<file path="src/hw/rtl/lcm_pkg.sv">
// ============================================================================
// lcm_pkg: shared types and constants for the linked chain manager
// Element count, field widths, command codes and sequencer states.
// ============================================================================
`default_nettype none

package lcm_pkg;

    // Number of elements held by the block (2..63); only 0..31 are addressable.
    localparam int ELEMENTS = 32;

    localparam int IDX_W   = 5;                   // element index field
    localparam int VAL_W   = 6;                   // result value field
    localparam int KIND_W  = 2;                   // command code field
    localparam int RUN_CAP = (ELEMENTS < 32) ? ELEMENTS : 32;
    localparam int TBL_DEPTH = RUN_CAP;           // addressable table entries

    // Counters share the 6-bit result width: steps stay below ELEMENTS, the rest reach at most RUN_CAP.
    localparam logic [VAL_W-1:0] ELEM_LIMIT = VAL_W'(ELEMENTS);
    localparam logic [VAL_W-1:0] CAP_LIMIT  = VAL_W'(RUN_CAP);

    typedef enum logic [KIND_W-1:0] {
        KIND_LINK   = 2'd0,
        KIND_UNLINK = 2'd1,
        KIND_REPORT = 2'd2
    } t_kind;

    typedef enum logic [2:0] {
        ST_IDLE,
        ST_BACK,
        ST_COUNT,
        ST_LEN,
        ST_EMIT
    } t_state;

    // True when an index names an existing element.
    function automatic logic in_range(input logic [IDX_W-1:0] idx);
        in_range = ({1'b0, idx} < ELEM_LIMIT);
    endfunction

endpackage

`default_nettype wire

</file>
<file path="src/hw/rtl/lcm_if.sv">
// ============================================================================
// lcm_cmd_if / lcm_res_if: valid/ready channels of the linked chain manager
// Command channel carries link, unlink and report requests; result channel
// carries chain length and member indices.
// ============================================================================
`default_nettype none

interface lcm_cmd_if;
    import lcm_pkg::*;

    logic              valid;
    logic              ready;
    logic [KIND_W-1:0] kind;
    logic [IDX_W-1:0]  first_elem;
    logic [IDX_W-1:0]  second_elem;

    modport source (output valid, kind, first_elem, second_elem, input ready);
    modport sink   (input valid, kind, first_elem, second_elem, output ready);
endinterface

interface lcm_res_if;
    import lcm_pkg::*;

    logic             valid;
    logic             ready;
    logic [VAL_W-1:0] value;
    logic             is_length;
    logic             last;

    modport source (output valid, value, is_length, last, input ready);
    modport sink   (input valid, value, is_length, last, output ready);
endinterface

`default_nettype wire

</file>
<file path="src/hw/rtl/linked_chain_manager.sv">
// ============================================================================
// linked_chain_manager: doubly linked element chains with link/unlink/report
// Predecessor and successor tables with per-entry valid bits, walked by one
// shared link-follow unit under a small sequencer.
// ============================================================================
//
//  channel | dir | payload                           | transaction
//  --------+-----+-----------------------------------+------------------------
//  i_cmd   | in  | kind, first_elem, second_elem     | one command
//  o_res   | out | value, is_length, last            | one result of a report
//
//  Link and unlink commands complete in the cycle they are accepted.
//  A report holds the command input through all its steps, output stalls included:
//  accept, B backward steps and a final check, C count reads, the length, then C members
//  (B predecessor steps, at most ELEMENTS-1; C members, at most 32).
//  Reset clears all link valid bits at once; the block is ready right after.
//  A stalled result holds in the output register; the length and member emits wait on it.
//
`default_nettype none

module linked_chain_manager (
    input  wire         i_clk,
    input  wire         i_rst_n,
    lcm_cmd_if.sink     i_cmd,
    lcm_res_if.source   o_res
);
    import lcm_pkg::*;

    // ------------------------------------------------------------------------
    // Link tables: index payload without reset, valid bits cleared by reset
    // ------------------------------------------------------------------------
    logic [IDX_W-1:0] r_pred_idx [TBL_DEPTH];
    logic [IDX_W-1:0] r_succ_idx [TBL_DEPTH];
    logic [TBL_DEPTH-1:0] r_pred_vld;
    logic [TBL_DEPTH-1:0] r_succ_vld;

    // Sequencer state and walk registers
    t_state           r_state,   n_state;
    logic [IDX_W-1:0] r_cur,     n_cur;      // element under the walk pointer
    logic [IDX_W-1:0] r_head,    n_head;     // head found by the backward walk
    logic [VAL_W-1:0] r_steps,   n_steps;    // backward steps taken
    logic [VAL_W-1:0] r_cnt,     n_cnt;      // chain length
    logic [VAL_W-1:0] r_emit,    n_emit;     // 1-based index of next member
    logic             r_solo,    n_solo;     // out-of-range report

    // Output register
    logic             r_out_vld, n_out_vld;
    logic [VAL_W-1:0] r_out_val, n_out_val;
    logic             r_out_len, n_out_len;
    logic             r_out_last, n_out_last;

    logic             cmd_acc;
    logic             slot_free;
    logic             link_ok;
    logic             sel_vld;
    logic [IDX_W-1:0] sel_idx;
    logic             step_ok;

    assign i_cmd.ready     = (r_state == ST_IDLE);
    assign cmd_acc         = i_cmd.valid && i_cmd.ready;
    assign slot_free       = !r_out_vld || o_res.ready;
    assign link_ok         = in_range(i_cmd.first_elem) && in_range(i_cmd.second_elem);

    assign o_res.valid     = r_out_vld;
    assign o_res.value     = r_out_val;
    assign o_res.is_length = r_out_len;
    assign o_res.last      = r_out_last;

    // ------------------------------------------------------------------------
    // Shared link-follow unit: read predecessor while walking back, successor
    // otherwise, and qualify the link.
    // ------------------------------------------------------------------------
    always_comb begin
        if (r_state == ST_BACK) begin
            sel_vld = r_pred_vld[r_cur];
            sel_idx = r_pred_idx[r_cur];
        end else begin
            sel_vld = r_succ_vld[r_cur];
            sel_idx = r_succ_idx[r_cur];
        end
        step_ok = sel_vld && in_range(sel_idx);
    end

    // ------------------------------------------------------------------------
    // Table updates: link sets both directions, unlink drops both
    // ------------------------------------------------------------------------
    always_ff @(posedge i_clk) begin
        if (!i_rst_n) begin
            r_pred_vld <= '0;
            r_succ_vld <= '0;
        end else if (cmd_acc && link_ok) begin
            case (t_kind'(i_cmd.kind))
                KIND_LINK: begin
                    r_succ_vld[i_cmd.first_elem]  <= 1'b1;
                    r_pred_vld[i_cmd.second_elem] <= 1'b1;
                end
                KIND_UNLINK: begin
                    r_succ_vld[i_cmd.first_elem]  <= 1'b0;
                    r_pred_vld[i_cmd.second_elem] <= 1'b0;
                end
                default: begin
                end
            endcase
        end
    end

    always_ff @(posedge i_clk) begin
        if (cmd_acc && link_ok && (t_kind'(i_cmd.kind) == KIND_LINK)) begin
            r_succ_idx[i_cmd.first_elem]  <= i_cmd.second_elem;
            r_pred_idx[i_cmd.second_elem] <= i_cmd.first_elem;
        end
    end

    // ------------------------------------------------------------------------
    // Sequencer: walk back to the head, count forward, emit length, then emit
    // members along the same forward path; an out-of-range report emits only the length.
    // ------------------------------------------------------------------------
    always_comb begin
        n_state    = r_state;
        n_cur      = r_cur;
        n_head     = r_head;
        n_steps    = r_steps;
        n_cnt      = r_cnt;
        n_emit     = r_emit;
        n_solo     = r_solo;
        n_out_vld  = r_out_vld && !o_res.ready;
        n_out_val  = r_out_val;
        n_out_len  = r_out_len;
        n_out_last = r_out_last;

        case (r_state)
            ST_IDLE: begin
                if (cmd_acc && (t_kind'(i_cmd.kind) == KIND_REPORT)) begin
                    if (!in_range(i_cmd.first_elem)) begin
                        // Unknown element: report a lone empty chain
                        n_solo  = 1'b1;
                        n_cnt   = '0;
                        n_state = ST_LEN;
                    end else begin
                        n_solo  = 1'b0;
                        n_cur   = i_cmd.first_elem;
                        n_steps = '0;
                        n_state = ST_BACK;
                    end
                end
            end
            ST_BACK: begin
                // Bound the walk so a cycle of links cannot trap it
                if (((r_steps + 1'b1) < ELEM_LIMIT) && step_ok) begin
                    n_cur   = sel_idx;
                    n_steps = r_steps + 1'b1;
                end else begin
                    n_head  = r_cur;
                    n_cnt   = VAL_W'(1);
                    n_state = ST_COUNT;
                end
            end
            ST_COUNT: begin
                if ((r_cnt >= CAP_LIMIT) || !step_ok) begin
                    n_state = ST_LEN;
                end else begin
                    n_cur = sel_idx;
                    n_cnt = r_cnt + 1'b1;
                end
            end
            ST_LEN: begin
                if (slot_free) begin
                    n_out_vld  = 1'b1;
                    n_out_val  = r_cnt;
                    n_out_len  = 1'b1;
                    n_out_last = r_solo;
                    if (r_solo) begin
                        n_state = ST_IDLE;
                    end else begin
                        n_cur   = r_head;
                        n_emit  = VAL_W'(1);
                        n_state = ST_EMIT;
                    end
                end
            end
            ST_EMIT: begin
                if (slot_free) begin
                    n_out_vld  = 1'b1;
                    n_out_val  = {1'b0, r_cur};
                    n_out_len  = 1'b0;
                    n_out_last = (r_emit == r_cnt);
                    if (r_emit == r_cnt) begin
                        n_state = ST_IDLE;
                    end else begin
                        // Same path as the count pass, so the link is valid here
                        n_cur  = sel_idx;
                        n_emit = r_emit + 1'b1;
                    end
                end
            end
            default: begin
                n_state = ST_IDLE;
            end
        endcase
    end

    always_ff @(posedge i_clk) begin
        if (!i_rst_n) begin
            r_state   <= ST_IDLE;
            r_out_vld <= 1'b0;
            r_cur     <= '0;
            r_solo    <= 1'b0;
        end else begin
            r_state   <= n_state;
            r_out_vld <= n_out_vld;
            r_cur     <= n_cur;
            r_solo    <= n_solo;
        end
    end

    always_ff @(posedge i_clk) begin
        r_head     <= n_head;
        r_steps    <= n_steps;
        r_cnt      <= n_cnt;
        r_emit     <= n_emit;
        r_out_val  <= n_out_val;
        r_out_len  <= n_out_len;
        r_out_last <= n_out_last;
    end

    // ------------------------------------------------------------------------
    // Assertions
    // ------------------------------------------------------------------------

    // A report in flight blocks new commands until its final result is out.
    a_busy_while_run: assert property (@(posedge i_clk) disable iff (!i_rst_n)
        (o_res.valid && !o_res.last) |-> !i_cmd.ready)
        else $error("command accepted while a report run is unfinished");

    // A reported length never exceeds the member cap.
    a_len_capped: assert property (@(posedge i_clk) disable iff (!i_rst_n)
        (o_res.valid && o_res.is_length) |-> (o_res.value <= CAP_LIMIT))
        else $error("reported chain length exceeds cap");

    // The emit pass never runs past the counted length.
    a_emit_bound: assert property (@(posedge i_clk) disable iff (!i_rst_n)
        (r_state == ST_EMIT) |-> ((r_emit <= r_cnt) && (r_emit != '0)))
        else $error("member emit index out of bounds");

    // No result survives reset.
    a_reset_clears: assert property (@(posedge i_clk) disable iff (!i_rst_n)
        $past(!i_rst_n) |-> !o_res.valid)
        else $error("result valid right after reset");

endmodule

`default_nettype wire
</file>
<file path="src/flat_wrapper.sv">
// flat-port wrapper written by rule: the top's interface ports become plain ports
module linked_chain_manager_flat import lcm_pkg::*;
  (i_clk, i_rst_n, i_cmd_valid, i_cmd_kind, i_cmd_first_elem, i_cmd_second_elem, i_cmd_ready, o_res_valid, o_res_value, o_res_is_length, o_res_last, o_res_ready);
  lcm_cmd_if i_cmd_i ();
  lcm_res_if o_res_i ();
  input  wire i_clk;
  input  wire i_rst_n;
  input wire logic [$bits(i_cmd_i.valid)-1:0] i_cmd_valid;
  input wire logic [$bits(i_cmd_i.kind)-1:0] i_cmd_kind;
  input wire logic [$bits(i_cmd_i.first_elem)-1:0] i_cmd_first_elem;
  input wire logic [$bits(i_cmd_i.second_elem)-1:0] i_cmd_second_elem;
  output wire logic [$bits(i_cmd_i.ready)-1:0] i_cmd_ready;
  output wire logic [$bits(o_res_i.valid)-1:0] o_res_valid;
  output wire logic [$bits(o_res_i.value)-1:0] o_res_value;
  output wire logic [$bits(o_res_i.is_length)-1:0] o_res_is_length;
  output wire logic [$bits(o_res_i.last)-1:0] o_res_last;
  input wire logic [$bits(o_res_i.ready)-1:0] o_res_ready;
  assign i_cmd_i.valid = i_cmd_valid;
  assign i_cmd_i.kind = i_cmd_kind;
  assign i_cmd_i.first_elem = i_cmd_first_elem;
  assign i_cmd_i.second_elem = i_cmd_second_elem;
  assign i_cmd_ready = i_cmd_i.ready;
  assign o_res_valid = o_res_i.valid;
  assign o_res_value = o_res_i.value;
  assign o_res_is_length = o_res_i.is_length;
  assign o_res_last = o_res_i.last;
  assign o_res_i.ready = o_res_ready;
  linked_chain_manager u_core (.i_clk(i_clk), .i_rst_n(i_rst_n), .i_cmd(i_cmd_i), .o_res(o_res_i));
endmodule
</file>
<file path="config.mk">
export PLATFORM = sky130hd
export DESIGN_NAME = linked_chain_manager_flat
export DESIGN_NICKNAME = d
export VERILOG_FILES = /design/src/hw/rtl/lcm_pkg.sv /design/src/hw/rtl/lcm_if.sv /design/src/hw/rtl/linked_chain_manager.sv /design/src/flat_wrapper.sv
export SDC_FILE = /design/constraint.sdc
export NUM_CORES = 1
export LEC_CHECK = 0
export ABC_AREA = 1
export BUFFER_PORTS_ARGS = -buffer_cell sky130_fd_sc_hd__buf_4
export CORE_AREA = 3 3 208 210
export DETAILED_ROUTE_END_ITERATION = 7
export DIE_AREA = 0 0 211 213
export PLACE_DENSITY_LB_ADDON = 0.25
export RECOVER_POWER = 100
export SYNTH_ARGS = -nofsm -noshare
export SYNTH_HDL_FRONTEND = slang
export SYNTH_SLANG_ARGS = --single-unit
</file>
<file path="constraint.sdc">
create_clock -name i_clk -period 2.6 [get_ports i_clk]
set_input_delay 0.13 -clock i_clk [delete_from_list [all_inputs] [get_ports i_clk]]
set_output_delay 0.13 -clock i_clk [all_outputs]
set_load 0.03 [all_outputs]
</file>
==> results.md <==
* Drc violations at 0
* Wire per inst at between 15 and 20 um
* Diode count at 0
* H-tree Lvls at 2
* First-pass DRT Iterations at 5
* R2R depth at 9
* Port Buffers at 25
* Post-synthesis adder-cell area fraction at less than 1%
* Setup tns final at 0 ps
* Static Leak at 7.53 nW
* Largest buffer count on any clock path at 3
* R2R Setup Slk at 230 ps
* Worst hold path cell count at 4
* Min cycle time layout at roughly 2400 ps
* Mapped Cells at about 1800
* Xor/xnor share of the synthesized area at 0.0940%
* RR Startpoint: u_core.r_state[2]
* Die Wd at 211 um
* Area after DPL at 19900 um2
* RePlAce Congestion at approximately 0.86
* Max-slew violation count at 98
* I/O Pins at 26
* Clk sinks at 429
* Data required time at the worst endpoint at 2780 ps
* Vias at 13600
* Routed Antenna Nets at 0
* Slew margin rel. at -7.07%
* Top cells by area, synth: edfxtp_1 57%, nand2_1 8.6%, dfxtp_1 8.4%, nand3_1 5.0%, nor2_1 3.6%
* Post-synth EDFFs at 351
* Placement Rows at 75
* Setup CP Type: reg -> reg
* Post-DP HPWL at 31.2 mm
* Fin area at 21100 um2
* Violated checks: max-capacitance violations, max-slew violations
* Yosys warnings at 0
* Share of the synthesized area in the top cell type at 56.6%
* Multiplexer share of the synthesized area at 0%
* Tot GR Track Use at between 20% and 30%
* Die H at 213 um
* Gr ovfl total at 0
* Worst stage delay on the critical path at around 450 ps
* Vias in the first global route at 13100
* Mapped Area at 18600 um2
* Hold Vio Cnt, Final at 0
* Crit path max-delay cell type: nor2_1
* Largest net degree at the start of global routing at 65
* Core area at 41800 um2
* Share of the synthesized area in compound gates (AO/OA/AOI/OAI) at under 10%
* Clock root buffer master: clkbuf_16
* Vias per std cell at 5.45
* Worst hold path type: in -> reg
* Seq/Total Area, Yosys at between 60 and 70%
* Post-synth top area cell: edfxtp_1
* Final setup fails at 0
* Leading cell types by count after synthesis: 428 x nand2_1, 351 x edfxtp_1, 185 x nand3_1
* Postcts setup bufs at 0
* Layout area overhead at 13.3%
* Worst Max-Slew Pin Slew at 1610 ps
* Share of cells above drive strength 1 at 8.10%
* WL final at 47.8 mm
* Post-Layout Cell Count at 2502
* Final nets at 1947
* #FFs+latches synth at 429
* Period utilization at 91.1%
* CP max FO at 8
* # placed instances at 2413
* Critical Path Source Type: flop
* Pwr/cell area at 1020 nW/um2
* FF-to-FF End: u_core.r_succ_idx[3][4]
* RSZ-0062 raised after global routing: false
* CTS tree: built
* Synthesized Nets at 1868
* Initial DRC Count at 1224
* Synth Area in Simple Gates at between 20 and 25%
* Max IR drop VDD at approximately 0.00062 V
* Mean Syn Cell Area at 10.1 um2
* Num CTS Buffers at 45
* Worst setup margin at 232 ps
* Initial Util at roughly 45%
* Reg clk slew, reported paths at about 60 ps
* Initial antenna violation count at 0
* Synth cell types at 36
* Die area at 44900 um2
* Outcome: complete, but fails checks
* CP arrival at 2550 ps
* First-pass GRT wire length at around 74 mm
* Pre-CTS setup slack at 149 ps
* Min-delay src: i_cmd_kind[0]
* # fillers at 3729
* Post-synth top flop: edfxtp_1
* Largest family of logic cells by synthesized area: simple AND/OR/NAND/NOR gates
* Pwr Total at roughly 0.022 W
* Post-synth ARST share at 0%
* Max cap viols at 3
* Max frequency at 0.422 GHz
* Cells along the critical path: nor2_1, inv_1, nor2_4, inv_1, nor2_4, nand2_4, nor2_2, nand2_1, nor2_1
* Worst skew pair latency at 550 ps
* Final Skew at 15.3 ps
* Crit. End Element: flop
* Count leader, synth: nand2_1
[repair_timing]
item | in CTS | in global routing
endpoints found under the setup margin | 0 | 16
resized for setup | 0 | 7
hold buffers | 6 | 0
hold endpoints to repair | 18 | 0
[area by class of cell]
cell class	instances	area, um2	area share (%)
sequential	429	12100	57.4
multi-input combinational	1193	5580	26.4
clock buffer	64	1290	6.11
timing repair buffer	130	811	3.84
tap	539	674	3.19
inverter	128	488	2.31
clock inverter	19	158	0.747
[how the worst max path moves through the flow]
stage / start / endpoint / slack, ps / depth (start not counted)
CTS: u_core.r_state[2] / u_core.r_succ_idx[23][2] / 150 / 11
detailed placement: u_core.r_state[2] / u_core.r_succ_idx[23][2] / 150 / 11
finish: u_core.r_state[2] / u_core.r_succ_idx[3][4] / 230 / 9
floorplan: u_core.r_state[2] / u_core.r_succ_idx[2][0] / 390 / 10
global placement: u_core.r_state[2] / u_core.r_succ_idx[23][2] / 150 / 11
global route: u_core.r_state[2] / u_core.r_pred_idx[11][1] / 60 / 10
[through the flow]
step / hold WS, ps / util (%)
global placement: 435 / 47.7
detailed placement: 436 / 47.7
CTS: 4.85 / 51.3
floorplan: 229 / -
finish: 35.3 / 50.6
global route: 53.9 / 50.6
[placed cells by master, fill, tap and decap left out, types with 31 or more instances in the layout]
cell	synthesis	layout
buf_4	3	42
inv_1	110	115
clkbuf_1	40	81
nand2_1	428	428
o31ai_1	31	31
nor2_1	177	179
o21a_1	43	43
clkbuf_16	0	47
nand3_1	185	185
nor3_1	57	60
edfxtp_1	351	351
a21oi_1	127	128
o21ai_0	88	88
dfxtp_1	78	74
[cell families (layout without fill, tap and decap cells)]
group / count (synthesis) / count (layout)
AND/OR/NAND/NOR: 878 / 878
flip-flops: 429 / 429
AO/OA/AOI/OAI: 309 / 309
buffers and inverters: 226 / 341
adder cells (fa/ha/maj): 4 / 4
XOR/XNOR: 2 / 2
[power by group]
group / switching (W) / internal [W] / leakage [nW]
Sequential: 0.000274 / 0.00782 / 3.80
Combinational: 0.00506 / 0.00210 / 3.02
Clock: 0.00258 / 0.00366 / 0.715
[metal layers]
metal | GRT usage [%] | vias to the layer above | routed length [um]
met5 | 0 | - | 0
met1 | 30.1 | 6594 | 21600
li1 | - | 6539 | -
met4 | 7.53 | 0 | 1550
met2 | 33.6 | 410 | 21800
met3 | 3.17 | 85 | 2860
[worst max-delay path, delay by kind of cell, from the launching register on]
family                 cells  cell delay [ps]
buffers and inverters      2              210
DFF                        1              350
and+or+nand+nor            7             1430
Power figures use the tool's default switching activity.
